`src/hdl/jpr_pkg.sv`:
```
`timescale 1ns / 1ps
// Shared types and constants for the joypad port packet receiver.
// No dependencies; imported by jpr_core and joypad_port_packet_receiver.
package jpr_pkg;

  // Input item kinds
  localparam logic [1:0] KIND_WRITE = 2'd0;
  localparam logic [1:0] KIND_TICK  = 2'd1;
  localparam logic [1:0] KIND_READ  = 2'd2;

  // Select line patterns as written (bit1 = P15, bit0 = P14)
  localparam logic [1:0] SEL_BOTH_LOW  = 2'b00;
  localparam logic [1:0] SEL_P14_HIGH  = 2'b01;
  localparam logic [1:0] SEL_P14_LOW   = 2'b10;
  localparam logic [1:0] SEL_BOTH_HIGH = 2'b11;

  // Multiplayer request command and player id values
  localparam logic [4:0] CMD_MLT_REQ   = 5'h11;
  localparam logic [3:0] PLAYER_ONE    = 4'hF;
  localparam logic [3:0] PLAYER_FIRST  = 4'hE;
  localparam logic [3:0] PLAYER_WRAP4  = 4'hB;
  localparam logic [3:0] PLAYER_WRAP2  = 4'hD;

  // Read marks: all three seen
  localparam logic [2:0] MARKS_ALL     = 3'b111;
  localparam logic [2:0] MARK_READ     = 3'b100;
  localparam logic [2:0] MARK_P14_LOW  = 3'b010;
  localparam logic [2:0] MARK_P15_LOW  = 3'b001;

  localparam logic [2:0] PKT_CNT_MAX   = 3'd7;

  // Configuration register indexes (byte address = 4 * index)
  localparam logic [1:0] ADDR_TIMEOUT  = 2'd0;
  localparam logic [15:0] TIMEOUT_RST  = 16'd1000;

  typedef struct packed {
    logic [1:0] kind;
    logic [1:0] select_bits;
  } in_item_t;

  typedef struct packed {
    logic       byte_valid;
    logic [7:0] byte_value;
    logic [2:0] packet_number;
    logic [3:0] byte_number;
    logic       packet_done;
    logic       command_done;
    logic [4:0] command_code;
    logic [3:0] player_id;
    logic       timed_out;
  } out_item_t;

endpackage

```
`src/hdl/jpr_core.sv`:
```
`timescale 1ns / 1ps
// Receiver state and per-item next-state logic; the result is combinational.
// Depends on jpr_pkg.
module jpr_core import jpr_pkg::*; #(
  parameter int PACKET_BITS = 128
) (
  input  logic       clk,
  input  logic       rst_n,
  input  logic       step_en,
  input  in_item_t   item,
  input  logic [15:0] timeout_ticks,
  output out_item_t  result
);

  localparam int BCW = $clog2(PACKET_BITS + 1);
  localparam logic [BCW-1:0] FULL_BITS = BCW'(PACKET_BITS);

  typedef enum logic [1:0] {
    PH_IDLE = 2'd0,
    PH_SYNC = 2'd1,
    PH_XFER = 2'd2
  } phase_t;

  phase_t         phase_r, phase_nxt;
  logic           pending_r, pending_nxt;
  logic [BCW-1:0] bit_count_r, bit_count_nxt;
  logic [7:0]     shift_r, shift_nxt;
  logic [3:0]     byte_pos_r, byte_pos_nxt;
  logic [2:0]     pkt_cnt_r, pkt_cnt_nxt;
  logic [7:0]     header_r, header_nxt;
  logic [7:0]     first_data_r, first_data_nxt;
  logic [2:0]     marks_r, marks_nxt;
  logic [3:0]     player_r, player_nxt;
  logic           multi_r, multi_nxt;
  logic           four_r, four_nxt;
  logic           first_use_r, first_use_nxt;
  logic [15:0]    timer_r, timer_nxt;

  // Next state and result for one item
  always_comb begin
    logic [3:0] dec;
    logic [4:0] done_code;
    logic       code_set;
    phase_nxt      = phase_r;
    pending_nxt    = pending_r;
    bit_count_nxt  = bit_count_r;
    shift_nxt      = shift_r;
    byte_pos_nxt   = byte_pos_r;
    pkt_cnt_nxt    = pkt_cnt_r;
    header_nxt     = header_r;
    first_data_nxt = first_data_r;
    marks_nxt      = marks_r;
    player_nxt     = player_r;
    multi_nxt      = multi_r;
    four_nxt       = four_r;
    first_use_nxt  = first_use_r;
    timer_nxt      = timer_r;
    result         = '0;
    dec            = player_r - 4'd1;
    done_code      = header_r[7:3];
    code_set       = 1'b0;

    case (item.kind)
      KIND_TICK: begin
        if (timer_r != 16'd0) begin
          timer_nxt = timer_r - 16'd1;
          if (timer_r == 16'd1) begin
            phase_nxt        = PH_IDLE;
            result.timed_out = 1'b1;
          end
        end
      end
      KIND_READ: begin
        marks_nxt = marks_r | MARK_READ;
      end
      KIND_WRITE: begin
        unique case (phase_r)
          PH_IDLE: begin
            timer_nxt = '0;
            if (item.select_bits == SEL_BOTH_LOW) begin
              phase_nxt = PH_SYNC;
              timer_nxt = timeout_ticks;
            end else if (item.select_bits == SEL_BOTH_HIGH) begin
              // Advance the player rotation once all three marks were seen
              if (multi_r) begin
                if (marks_r == MARKS_ALL) begin
                  marks_nxt  = '0;
                  player_nxt = dec;
                  if (four_r ? (dec == PLAYER_WRAP4) : (dec == PLAYER_WRAP2)) begin
                    player_nxt = PLAYER_ONE;
                  end
                end else begin
                  marks_nxt = marks_r & (MARK_P14_LOW | MARK_P15_LOW);
                end
              end
            end else if (item.select_bits == SEL_P14_HIGH) begin
              marks_nxt = marks_r | MARK_P14_LOW;
            end else begin
              marks_nxt = marks_r | MARK_P15_LOW;
            end
          end
          PH_SYNC: begin
            if (item.select_bits == SEL_BOTH_HIGH) begin
              phase_nxt     = PH_XFER;
              byte_pos_nxt  = '0;
              bit_count_nxt = '0;
              timer_nxt     = timeout_ticks;
            end else if (item.select_bits == SEL_BOTH_LOW) begin
              timer_nxt = timeout_ticks;
            end else begin
              phase_nxt = PH_IDLE;
              timer_nxt = '0;
            end
          end
          PH_XFER: begin
            marks_nxt = '0;
            if (item.select_bits == SEL_BOTH_LOW) begin
              phase_nxt = PH_SYNC;
              timer_nxt = '0;
            end else if (item.select_bits == SEL_BOTH_HIGH) begin
              if (bit_count_r >= FULL_BITS) begin
                // Close the packet
                bit_count_nxt      = '0;
                byte_pos_nxt       = '0;
                pkt_cnt_nxt        = (pkt_cnt_r < PKT_CNT_MAX) ? pkt_cnt_r + 3'd1 : pkt_cnt_r;
                timer_nxt          = '0;
                result.packet_done = 1'b1;
                if (pkt_cnt_nxt == header_r[2:0]) begin
                  result.command_done = 1'b1;
                  code_set            = 1'b1;
                  if (header_r[7:3] == CMD_MLT_REQ) begin
                    if (first_data_r[0]) begin
                      multi_nxt = 1'b1;
                      four_nxt  = first_data_r[1];
                      if (first_use_r) begin
                        first_use_nxt = 1'b0;
                        player_nxt    = PLAYER_FIRST;
                      end else begin
                        player_nxt = PLAYER_ONE;
                      end
                    end else begin
                      four_nxt   = 1'b0;
                      multi_nxt  = 1'b0;
                      player_nxt = PLAYER_ONE;
                    end
                  end
                  header_nxt     = '0;
                  first_data_nxt = '0;
                  pkt_cnt_nxt    = '0;
                  phase_nxt      = PH_IDLE;
                end
              end else begin
                // Latch the pending bit, LSB first
                shift_nxt     = {pending_r, shift_r[7:1]};
                bit_count_nxt = bit_count_r + 1'b1;
                if (bit_count_nxt[2:0] == 3'd0) begin
                  result.byte_valid    = 1'b1;
                  result.byte_value    = shift_nxt;
                  result.packet_number = pkt_cnt_r;
                  result.byte_number   = byte_pos_r;
                  if (pkt_cnt_r == 3'd0 && byte_pos_r == 4'd0) header_nxt = shift_nxt;
                  if (pkt_cnt_r == 3'd0 && byte_pos_r == 4'd1) first_data_nxt = shift_nxt;
                  byte_pos_nxt = byte_pos_r + 4'd1;
                end
                timer_nxt = timeout_ticks;
              end
            end else begin
              pending_nxt = (item.select_bits == SEL_P14_LOW) ? 1'b0 : 1'b1;
              timer_nxt   = timeout_ticks;
            end
          end
          default: begin
            phase_nxt = PH_IDLE;
            timer_nxt = '0;
          end
        endcase
      end
      default: ;
    endcase

    result.command_code = code_set ? done_code : header_nxt[7:3];
    result.player_id    = player_nxt;
  end

  // Hold state; advance on each accepted item
  always_ff @(posedge clk) begin
    if (!rst_n) begin
      phase_r      <= PH_IDLE;
      pending_r    <= 1'b0;
      bit_count_r  <= '0;
      shift_r      <= '0;
      byte_pos_r   <= '0;
      pkt_cnt_r    <= '0;
      header_r     <= '0;
      first_data_r <= '0;
      marks_r      <= '0;
      player_r     <= PLAYER_ONE;
      multi_r      <= 1'b0;
      four_r       <= 1'b0;
      first_use_r  <= 1'b1;
      timer_r      <= '0;
    end else if (step_en) begin
      phase_r      <= phase_nxt;
      pending_r    <= pending_nxt;
      bit_count_r  <= bit_count_nxt;
      shift_r      <= shift_nxt;
      byte_pos_r   <= byte_pos_nxt;
      pkt_cnt_r    <= pkt_cnt_nxt;
      header_r     <= header_nxt;
      first_data_r <= first_data_nxt;
      marks_r      <= marks_nxt;
      player_r     <= player_nxt;
      multi_r      <= multi_nxt;
      four_r       <= four_nxt;
      first_use_r  <= first_use_nxt;
      timer_r      <= timer_nxt;
    end
  end

endmodule

```
`src/hdl/joypad_port_packet_receiver.sv`:
```
`timescale 1ns / 1ps
// Joypad port packet receiver: result valid in the cycle after item acceptance.
// Throughput one item per cycle as in_ready follows out_ready; the receiver state
// updates in a single pass and the result register frees in the cycle it is taken.
// Synchronous active-low reset: idle, empty output, timeout_ticks = 1000.
// Depends on jpr_pkg and jpr_core.
module joypad_port_packet_receiver import jpr_pkg::*; #(
  parameter int PACKET_BITS = 128
) (
  input  logic        clk,
  input  logic        rst_n,
  input  logic        in_valid,
  output logic        in_ready,
  input  in_item_t    in_item,
  output logic        out_valid,
  input  logic        out_ready,
  output out_item_t   out_item,
  input  logic        cfg_psel,
  input  logic        cfg_penable,
  input  logic        cfg_pwrite,
  input  logic [1:0]  cfg_paddr,
  input  logic [31:0] cfg_pwdata,
  output logic [31:0] cfg_prdata,
  output logic        cfg_pready
);

  logic        accept;
  logic        out_valid_r;
  out_item_t   out_item_r;
  out_item_t   result;
  logic [15:0] timeout_r;

  // Take an item whenever the result register is empty or being drained
  assign in_ready = !out_valid_r || out_ready;
  assign accept   = in_valid && in_ready;

  jpr_core #(
    .PACKET_BITS(PACKET_BITS)
  ) u_core (
    .clk          (clk),
    .rst_n        (rst_n),
    .step_en      (accept),
    .item         (in_item),
    .timeout_ticks(timeout_r),
    .result       (result)
  );

  // Result register
  always_ff @(posedge clk) begin
    if (!rst_n) begin
      out_valid_r <= 1'b0;
    end else if (accept) begin
      out_valid_r <= 1'b1;
    end else if (out_ready) begin
      out_valid_r <= 1'b0;
    end
  end

  always_ff @(posedge clk) begin
    if (accept) begin
      out_item_r <= result;
    end
  end

  assign out_valid = out_valid_r;
  assign out_item  = out_item_r;

  // Configuration register
  always_ff @(posedge clk) begin
    if (!rst_n) begin
      timeout_r <= TIMEOUT_RST;
    end else if (cfg_psel && cfg_penable && cfg_pwrite && cfg_paddr == ADDR_TIMEOUT) begin
      timeout_r <= cfg_pwdata[15:0];
    end
  end

  assign cfg_pready = 1'b1;
  assign cfg_prdata = (cfg_paddr == ADDR_TIMEOUT) ? {16'd0, timeout_r} : 32'd0;

endmodule

```
`config.mk`:
```
export PLATFORM = sky130hd
export DESIGN_NAME = joypad_port_packet_receiver
export DESIGN_NICKNAME = d
export VERILOG_FILES = /design/src/hdl/jpr_pkg.sv /design/src/hdl/jpr_core.sv /design/src/hdl/joypad_port_packet_receiver.sv
export SDC_FILE = /design/constraint.sdc
export NUM_CORES = 1
export LEC_CHECK = 0
export BUFFER_PORTS_ARGS = -buffer_cell sky130_fd_sc_hd__buf_4
export CORE_MARGIN = 2
export CORE_UTILIZATION = 45
export DETAILED_ROUTE_END_ITERATION = 7
export PLACE_DENSITY = 0.66
export SYNTH_ARGS = -nofsm -noshare
export SYNTH_HDL_FRONTEND = slang
export SYNTH_HIERARCHICAL = 1
export SYNTH_SLANG_ARGS = --single-unit
```
`constraint.sdc`:
```
create_clock -name clk -period 2.7 [get_ports clk]
set_input_delay 0.135 -clock clk [delete_from_list [all_inputs] [get_ports clk]]
set_output_delay 0.135 -clock clk [all_outputs]
set_load 0.1 [all_outputs]
```
==> results.md <==
* Die Y at 119 um
* Ys flop type: dfxtp_1
* Routed WL per cell at 15.5 um
* End point of the critical path: u_core/pkt_cnt_r[1]
* Routed met2 length at 6.87 mm
* CP top delay family: compound AO/OA/AOI/OAI gates
* Worst setup startpoint: u_core/pkt_cnt_r[1]
* Mapped cell area at 5940 sq um
* Met3 Wirelength at 760 um
* Final hold vios at 0
* CP Data Arrival Time at 2.65 ns
* Max Fclk at 417 MHz
* Clock H-tree levels at 3
* WP data required at 2.95 ns
* Syn Area/Cell at 8.87 sq um
* R2R depth at 8
* Period minus WS final at 2.40 ns
* Reg-to-Reg End: u_core/pkt_cnt_r[1]
* Share of post-route cells with drive strength above 1 at 0.179
* Post-place setup slack at 0.355 ns
* Via count at 5123
* WS Path Type: reg -> reg
* Max Slew Vio Count at 0
* Starting Density at 0.465
* Pre-antenna DRT Iters at 5
* Setup Fix Bufs, Post-CTS at 0
* Worst vdd ir at 456 uV
* Std cell rows at 41
* Growth of design area from synthesis to finish at 15.6%
* Max layer used: met4
* Fill count at 1189
* Die ar. at 14100 sq um
* Crit path depth at 8
* Worst setup margin at 0.300 ns
* Cts repair resizes at 0
* CP Cell Sequence: inv_1, ha_1, nand2b_1, a31oi_1, a211o_1, buf_4, nand3_1, o311ai_0
* DPL Wire Length at 10.2 mm
* Io pins at 108
* Clk slew on worst S/H paths at 0.07 ns
* Nets at 799
* Post-Route M1 WL at 6.24 mm
* Number of global-route vias before repair at 4977
* #FFs+latches synth at 106
* R2r setup slk at 0.30 ns
* Setup TNS at 0 ns
* Global-route wire length before repair at 23.7 mm
* R2R Path Start: u_core/pkt_cnt_r[1]
* Cell variety after synth at 74
* Final wirelength at 14.1 mm
* CP Max Fanout at 10
* Syn Inst Count at 670
* CP max stage cell: dfxtp_1
* Slew headroom at 0.570
* Clk root buf: clkbuf_16
* RSZ-0062 raised after global routing: false
* N_diodes at 0
* # hold bufs at CTS at 0
* I/O Buffers at 74
* DRT iter0 DRCs at 345
* Worst Path Buf+Inv at 2
* CTS sink count at 106
* Worst Tran Pin Value at 0.645 ns
* Die Width at 119 um
* Number of synthesis warnings at 6
* Worst Setup Start Kind: register
* Pleak at 2.65 nW
* CTS max path bufs at 2
* Register area at 2400 sq um
* Skew-Pair Late Insertion Delay at 0.36 ns
* Final period util at 0.889
* Status: completed
* Final ANT Viol Nets at 0
* Initial antenna violation count at 0
* CTS Buf Count at 9
* Pin count of the biggest net entering global routing at 38
* Number of synthesized flops with an enable pin at 28
* Class of the worst hold path: in -> reg
* Post-layout util at 0.538
* Residual DRC at 0
* Asr flop ratio synth at 0
* CP max stage delay at 0.44 ns
* Finish-stage setup viols at 0
* Drt via density at 5.63
* Area occupied by multi-input gates at 3150 sq um
* Setup Skew at 0.0133 ns
* GRT Total Usage at 0.204
* Core area at 12800 sq um
* Maxcap violations at 0
* Worst Setup End Kind: register
* Register area share after synthesis at 0.404
* GRT overflow at 0
* TritonCTS clock tree: done
* RD Place Congestion at 0.867
* Power Dens Cells at 549 nW/um^2
## area by class of cell
class | instances | area share
clock buffer | 9 | 0.0328
clock inverter | 7 | 0.00965
inverter | 29 | 0.0158
multi-input combinational | 494 | 0.459
sequential | 106 | 0.350
tap | 172 | 0.0313
timing repair buffer | 93 | 0.102
## cell families after synthesis
kind of cell	share of synthesized area
fa+ha+maj	0.0442
flops	0.404
other cells	0.00126
buf+inv	0.0766
compound gates	0.167
simple gates	0.246
mux	0.0400
xor+xnor	0.0206
## where the power goes
group	leakage [nW]	switching (mW)	internal [mW]
Combinational	1.60	0.526	0.207
Clock	0.147	0.606	0.718
Sequential	0.898	0.0382	1.68
Total	2.65	1.17	2.60
## synthesized netlist by cell type (5+ instances only)
cell / count / share of area
mux2_1: 5 / 0.0095
edfxtp_1: 28 / 0.14
nor2_1: 48 / 0.030
nor4_2: 5 / 0.011
nand3_1: 19 / 0.016
o21ai_0: 25 / 0.021
nor3_1: 24 / 0.020
xnor2_1: 7 / 0.010
a31oi_1: 11 / 0.012
buf_4: 19 / 0.024
and2_1: 28 / 0.029
o211ai_1: 6 / 0.0076
nand2b_1: 8 / 0.0084
xor2_1: 7 / 0.010
buf_2: 9 / 0.0076
dfxtp_1: 78 / 0.26
ha_1: 21 / 0.044
nand2_1: 77 / 0.049
a32oi_1: 7 / 0.010
o211ai_2: 6 / 0.013
o21ai_1: 6 / 0.0051
buf_6: 5 / 0.0095
inv_1: 28 / 0.018
a221oi_1: 9 / 0.013
mux2i_1: 17 / 0.029
clkbuf_1: 22 / 0.014
a21oi_1: 37 / 0.031
or3_1: 5 / 0.0053
nand4_1: 15 / 0.016
## routing by layer
layer,track usage,up-vias
met5,0,-
met1,0.258,2451
met3,0.0417,21
met2,0.345,143
li1,-,2508
met4,0.0751,0
## state kept, by name, summed over array words and instances, names as in the netlist
| register | cells |
|---|---|
| u_core/four_r | 1 |
| u_core/phase_r | 2 |
| u_core/bit_count_r | 8 |
| u_core/first_data_r | 2 |
| u_core/timer_r | 16 |
| u_core/player_r | 4 |
| u_core/shift_r | 7 |
| u_core/first_use_r | 1 |
| u_core/byte_pos_r | 4 |
| u_core/marks_r | 3 |
| u_core/pending_r | 1 |
| u_core/pkt_cnt_r | 3 |
| u_core/header_r | 8 |
| u_core/multi_r | 1 |
| out_item | 28 |
| timeout_r | 16 |
| out_valid | 1 |
## metrics by stage
| step | area (sq um) | hold slack (ns) | instances | total power [mW] |
|---|---|---|---|---|
| 5_1_grt | 6870 | 0.0266 | 910 | 3.90 |
| 3_5_place_dp | 6580 | 0.394 | 894 | 2.48 |
| 2_1_floorplan | 6010 | 0.266 | 685 | 2.34 |
| 4_1_cts | 6870 | 0.0169 | 910 | 3.79 |
| 6_report | 6870 | 0.0239 | 910 | 3.77 |
| 3_3_place_gp | 6580 | 0.385 | 894 | 2.47 |
## worst min path at each step
stage | start | to | cells after the start
floorplan | in_valid | out_valid | 2
global placement | cfg_pwdata[5] | timeout_r[5] | 3
detailed placement | cfg_pwdata[9] | timeout_r[9] | 3
CTS | cfg_pwdata[13] | timeout_r[13] | 3
global route | cfg_pwdata[9] | timeout_r[9] | 3
finish | cfg_pwdata[9] | timeout_r[9] | 3
## cell usage in the layout, fill, tap and decap left out, types with 9 or more instances in the layout
| cell | count |
|---|---|
| dfxtp_1 | 77 |
| conb_1 | 17 |
| a21oi_1 | 37 |
| nand3_1 | 19 |
| ha_1 | 21 |
| nor3_1 | 24 |
| clkbuf_16 | 9 |
| mux2i_1 | 17 |
| nor2_1 | 48 |
| edfxtp_1 | 28 |
| a221oi_1 | 9 |
| nand4_1 | 15 |
| buf_4 | 93 |
| a31oi_1 | 11 |
| inv_1 | 28 |
| and2_1 | 27 |
| o21ai_0 | 25 |
| nand2_1 | 77 |
## worst min-delay path, stage by stage
cell      delay [ns]
buf_4           0.08
nand3_1         0.07
o211ai_2        0.07
Note: power is estimated with default switching activity, not from simulation.
